## src/design/ulebd_pkg.sv

```systemverilog
// Shared types and constants for the strict ULEB128 decoder.
package ulebd_pkg;

    localparam int unsigned MAX_BYTES = 10;

    localparam logic [2:0] ST_OK       = 3'd0;
    localparam logic [2:0] ST_OVERFLOW = 3'd1;
    localparam logic [2:0] ST_NONCANON = 3'd2;
    localparam logic [2:0] ST_RANGE    = 3'd3;
    localparam logic [2:0] ST_TOOLONG  = 3'd4;
    localparam logic [2:0] ST_TRUNC    = 3'd5;

    typedef struct packed {
        logic [63:0] acc;
        logic [3:0]  seen;
    } t_state;

    typedef struct packed {
        logic        vld;
        logic [63:0] value;
        logic [3:0]  count;
        logic [2:0]  status;
    } t_result;

endpackage

```

## src/design/uleb128_strict_decoder.sv

```systemverilog
// Top level of the strict ULEB128 decoder: input register, decode step, result register.
//
// Usage:
//   Input channel (i_in_valid / o_in_ready) carries one stream byte per transfer,
//   or an end marker (i_input_end) that closes a partial value as truncated.
//   Output channel (o_out_valid / i_out_ready) carries one result per finished
//   value: decoded value, bytes consumed and status.
//   A byte in the input register is decoded when that register advances, and any
//   result it gives is loaded into the result register and shown from there.
//   Throughput: one byte per cycle while the receiver does not stall, set by the
//   single accumulator update that each byte needs before the next byte is decoded.
//   When the receiver stalls, the result register holds, the input register
//   takes at most one byte more, then o_in_ready drops.
//   Reset (i_rst_n low, synchronous) empties both registers, clears the
//   accumulator and byte count and sets max_value to all ones.
//   i_cfg_we writes max_value from i_cfg_data; write it only while idle.
module uleb128_strict_decoder (
    input  logic        i_clk,
    input  logic        i_rst_n,
    input  logic        i_cfg_we,
    input  logic [63:0] i_cfg_data,
    input  logic        i_in_valid,
    output logic        o_in_ready,
    input  logic [7:0]  i_data_byte,
    input  logic        i_input_end,
    output logic        o_out_valid,
    input  logic        i_out_ready,
    output logic [63:0] o_decoded_value,
    output logic [3:0]  o_byte_count,
    output logic [2:0]  o_status
);

    logic [63:0]         r_max_value;
    logic                r_in_vld;
    logic [7:0]          r_in_byte;
    logic                r_in_end;
    ulebd_pkg::t_state   r_state;
    ulebd_pkg::t_state   n_state;
    ulebd_pkg::t_result  step_res;
    logic                r_out_vld;
    logic [63:0]         r_out_value;
    logic [3:0]          r_out_count;
    logic [2:0]          r_out_status;
    logic                advance;

    assign advance    = r_in_vld && (!r_out_vld || i_out_ready);
    assign o_in_ready = !r_in_vld || advance;

    ulebd_step u_step (
        .i_state     (r_state),
        .i_byte      (r_in_byte),
        .i_end       (r_in_end),
        .i_max_value (r_max_value),
        .o_state     (n_state),
        .o_res       (step_res)
    );

    always_ff @(posedge i_clk) begin
        if (!i_rst_n) begin
            r_max_value <= '1;
            r_in_vld    <= 1'b0;
            r_out_vld   <= 1'b0;
            r_state     <= '0;
        end else begin
            if (i_cfg_we) begin
                r_max_value <= i_cfg_data;
            end
            if (o_in_ready) begin
                r_in_vld <= i_in_valid;
            end
            if (advance) begin
                r_state <= n_state;
            end
            if (advance) begin
                r_out_vld <= step_res.vld;
            end else if (i_out_ready) begin
                r_out_vld <= 1'b0;
            end
        end
    end

    always_ff @(posedge i_clk) begin
        if (o_in_ready && i_in_valid) begin
            r_in_byte <= i_data_byte;
            r_in_end  <= i_input_end;
        end
        if (advance && step_res.vld) begin
            r_out_value  <= step_res.value;
            r_out_count  <= step_res.count;
            r_out_status <= step_res.status;
        end
    end

    assign o_out_valid     = r_out_vld;
    assign o_decoded_value = r_out_value;
    assign o_byte_count    = r_out_count;
    assign o_status        = r_out_status;

endmodule

```

## src/design/ulebd_step.sv

```systemverilog
// Per-byte decode step: next accumulator state and optional result.
module ulebd_step (
    input  ulebd_pkg::t_state  i_state,
    input  logic [7:0]         i_byte,
    input  logic               i_end,
    input  logic [63:0]        i_max_value,
    output ulebd_pkg::t_state  o_state,
    output ulebd_pkg::t_result o_res
);

    logic [3:0]  pos;
    logic [3:0]  cnt;
    logic [5:0]  shamt;
    logic [6:0]  payload;
    logic [63:0] acc_new;
    logic        last_pos;

    assign pos      = i_state.seen;
    assign cnt      = pos + 4'd1;
    assign shamt    = {2'b00, pos} * 6'd7;
    assign payload  = i_byte[6:0];
    assign acc_new  = i_state.acc | ({57'd0, payload} << shamt);
    assign last_pos = (cnt >= 4'(ulebd_pkg::MAX_BYTES));

    always_comb begin
        o_state      = i_state;
        o_res.vld    = 1'b0;
        o_res.value  = 64'd0;
        o_res.count  = cnt;
        o_res.status = ulebd_pkg::ST_OK;
        if (i_end) begin
            o_res.count  = pos;
            o_res.status = ulebd_pkg::ST_TRUNC;
            if (pos != 4'd0) begin
                o_res.vld = 1'b1;
                o_state   = '0;
            end
        end else if (shamt == 6'd63 && payload > 7'd1) begin
            o_res.vld    = 1'b1;
            o_res.status = ulebd_pkg::ST_OVERFLOW;
            o_state      = '0;
        end else if (!i_byte[7]) begin
            o_res.vld = 1'b1;
            o_state   = '0;
            if (pos != 4'd0 && payload == 7'd0) begin
                o_res.status = ulebd_pkg::ST_NONCANON;
            end else if (acc_new > i_max_value) begin
                o_res.status = ulebd_pkg::ST_RANGE;
            end else begin
                o_res.value = acc_new;
            end
        end else if (last_pos) begin
            o_res.vld    = 1'b1;
            o_res.count  = 4'(ulebd_pkg::MAX_BYTES);
            o_res.status = ulebd_pkg::ST_TOOLONG;
            o_state      = '0;
        end else begin
            o_state.acc  = acc_new;
            o_state.seen = cnt;
        end
    end

endmodule

```

## config.mk

```make
export PLATFORM = sky130hd
export DESIGN_NAME = uleb128_strict_decoder
export DESIGN_NICKNAME = d
export VERILOG_FILES = /design/src/design/ulebd_pkg.sv /design/src/design/uleb128_strict_decoder.sv /design/src/design/ulebd_step.sv
export SDC_FILE = /design/constraint.sdc
export NUM_CORES = 1
export LEC_CHECK = 0
export BUFFER_PORTS_ARGS = -buffer_cell sky130_fd_sc_hd__buf_2
export CORE_ASPECT_RATIO = 1.2
export CORE_MARGIN = 1
export CORE_UTILIZATION = 30
export DETAILED_ROUTE_END_ITERATION = 12
export SYNTH_ARGS = -nofsm -noshare
export SYNTH_HDL_FRONTEND = slang
export SYNTH_SLANG_ARGS = --single-unit
export TNS_END_PERCENT = 50
```

## constraint.sdc

```tcl
create_clock -name i_clk -period 7.49 [get_ports i_clk]
set_input_delay 1.498 -clock i_clk [delete_from_list [all_inputs] [get_ports i_clk]]
set_output_delay 1.498 -clock i_clk [all_outputs]
set_load 0.005 [all_outputs]
```

==> results.txt <==
Psw: 638.0 uW
first-pass detailed-route iteration total: 5
Reg2Reg Depth: 19
Max Clk Rate: 0.1572 GHz
CP startpoint kind: flop
WP data arrival: 6610 ps
nets@finish: 1348
most frequent cells in the layout: buf_2 (149), dfxtp_1 (134), nand2_1 (112), a21oi_1 (95), nor2_1 (93)
die height: 205.8 um
relative slew slack: 0.2631
Comb power frac: 0.086
Starting Density: 0.3048
Clock Sinks: 214
most common cell after layout, fill and taps aside: buf_2
clock slew at reported path FFs: 60 ps
Hold Path Sink: r_state[39]
WHS Path Cells: 2
worst-path maximum fanout: 37
cell count after synthesis: 1062
synthesized area: 0.01038 mm2
fin. max-slew vios: 0
RR Startpoint: r_state[0]
Fin. Hold Viols: 0
total number of vias: 7983
cell-internal power: 2.131 mW
Tot Pwr: 2.769 mW
fin crit share: 0.8494
CTS tree: built
Tmin final: 6362 ps
WP data required: 7740 ps
WL per Instance: 16.97 um
Post-synth EDFFs: 80
ANT nets after route: 0
final setup fails: 0
FP Rows: 74
CTS buffer count: 23
Die X: 171.8 um
post_cts resized: 0
initial antenna violation count: 0
H-tree levels: 1
Ys Warns: 0
RePlAce Congestion: 0.8765
worst r2r dst: o_decoded_value[58]
share of the yosys chip area belonging to registers: 0.4896
kind of critical path: reg -> reg
Via density: 4.792
Most used DFF post-synth: dfxtp_1
syn_area_per_cell: 9.779 um2
PD cells: 224.5 mW/mm2
Syn Nets: 1217
Hold Crit Class: reg -> reg
RSZ-0062 raised after global routing: no
status: completed
maxcap violations: 0
Total Wirelength: 28270 um
crit end category: flop
core area: 0.03407 mm2
Hold Startpoint: r_state[39]
Clk Tree Root Cell: clkbuf_16
clock share of power: 0.458
R2R Setup Slk: 1130 ps
PortBufs: 150
clock skew: 17.84 ps
Hold Buf Count CTS: 0
Initial DRC Count: 497
GRT Util Overall: 0.1609
worst-case vdd ir drop: 0.1262 mV
pin count of the biggest net entering global routing: 89
Remaining DRCs: 0
CP startpoint: r_state[0]
P_leak: 5.832 nW
IO Pins: 151
Switching Fraction: 0.2304
first-pass GRT wire length: 43440 um
grt total ovfl: 0
Worst-Margin Slew: 1103 ps
Die Area: 0.03537 mm2
layout cell share with drive strength beyond 1: 0.1810
post-synthesis cell type count: 61
post-DP HPWL: 21000 um
Area Overhead vs Synth: 18.78%
Synth async-reset ratio: 0
clk buf depth: 3
n_diodes: 0
sequential share of power: 0.456
setup bufs post-CTS: 0
vias in the first global route: 7794
clk_lat worst skew: 530 ps
setup TNS: 0 ps
Synth Register Bits: 214
==> stage by stage <==
step           utilization  setup WS [ps]  area, um2  std cells  hold slack, ps
2_1_floorplan            -          176.0      10390       1062           429.3
3_3_place_gp        0.3371           1334      11490       1624           439.0
3_5_place_dp        0.3371           1173      11490       1624           448.1
4_1_cts             0.3620           1145      12340       1666           463.8
5_1_grt             0.3620          670.3      12340       1666           495.6
6_report            0.3620           1128      12340       1666           460.2
==> power groups by stage <==
| stage | combinational [mW] | clock [mW] | sequential, mW |
|---|---|---|---|
| after floorplan | 0.160 | 0 | 1.28 |
| after global placement | 0.237 | 0 | 1.29 |
| after detailed placement | 0.240 | 0 | 1.29 |
| after CTS | 0.241 | 1.29 | 1.26 |
| after global routing | 0.268 | 1.34 | 1.27 |
| final | 0.238 | 1.27 | 1.26 |
==> flip-flops by register name, summed over array words and instances (netlist names) <==
| signal | cells |
|---|---|
| o_out_valid | 1 |
| r_state | 68 |
| o_byte_count | 4 |
| r_max_value | 64 |
| o_status | 3 |
| r_in_vld | 1 |
| r_in_end | 1 |
| r_in_byte | 8 |
| o_decoded_value | 64 |
==> synth_stat cells (all sizes together) (19+ instances only) <==
| library cell | count | area share |
|---|---|---|
| a21o | 57 | 0.041 |
| a21oi | 99 | 0.050 |
| buf | 28 | 0.020 |
| clkbuf | 26 | 0.0094 |
| dfxtp | 134 | 0.26 |
| edfxtp | 80 | 0.23 |
| ha | 73 | 0.088 |
| inv | 78 | 0.028 |
| nand2 | 112 | 0.040 |
| nor2 | 93 | 0.034 |
| nor2b | 64 | 0.039 |
| o211ai | 65 | 0.047 |
| o21ai | 19 | 0.0092 |
==> kinds of logic after synthesis <==
kind of cell | count (synthesis) | share of synthesized area
adder cells (fa/ha/maj) | 77 | 0.09566
AO/OA/AOI/OAI | 279 | 0.1780
multiplexers | 12 | 0.01458
AND/OR/NAND/NOR | 343 | 0.1586
flip-flops | 214 | 0.4896
XOR/XNOR | 5 | 0.005664
buffers and inverters | 132 | 0.05795
==> critical path, cell delays in order (launching register included) <==
cell and delay, ps:
dfxtp_1 800, inv_1 190, fa_1 500, inv_1 60
ha_1 170, inv_1 60, fa_1 820, nand2_1 190
o22ai_1 740, a21oi_1 270, inv_1 110, ha_1 140
nand4_1 140, nor2_1 200, and4_1 350, o311a_1 250
and4bb_1 220, a21oi_4 300, buf_4 430, nor2b_1 90
==> per-layer routing <==
layer / vias up / part of all wire / track usage
li1: 3993 / - / -
met1: 3758 / 0.42 / 0.1999
met4: 0 / 0.031 / 0.05815
met2: 193 / 0.50 / 0.2808
met5: - / 0 / 0
met3: 39 / 0.047 / 0.02327
==> cell type report <==
type | instances | area [um2]
multi-input cells | 716 | 4710
repair buffers | 160 | 828.3
well taps | 456 | 570.5
clock buffers | 34 | 678.2
flip-flops and latches | 214 | 5085
inverters | 78 | 292.8
clock inverters | 8 | 171.4
fillers | 3511 | 21740
==> worst max path at each step <==
| stage | end | cells past startpoint |
|---|---|---|
| 2_1_floorplan | r_state[64] | 17 |
| 3_3_place_gp | o_decoded_value[55] | 18 |
| 3_5_place_dp | o_decoded_value[62] | 19 |
| 4_1_cts | o_decoded_value[62] | 19 |
| 5_1_grt | o_decoded_value[45] | 19 |
| 6_report | o_decoded_value[58] | 19 |
Power figures use the tool's default switching activity.
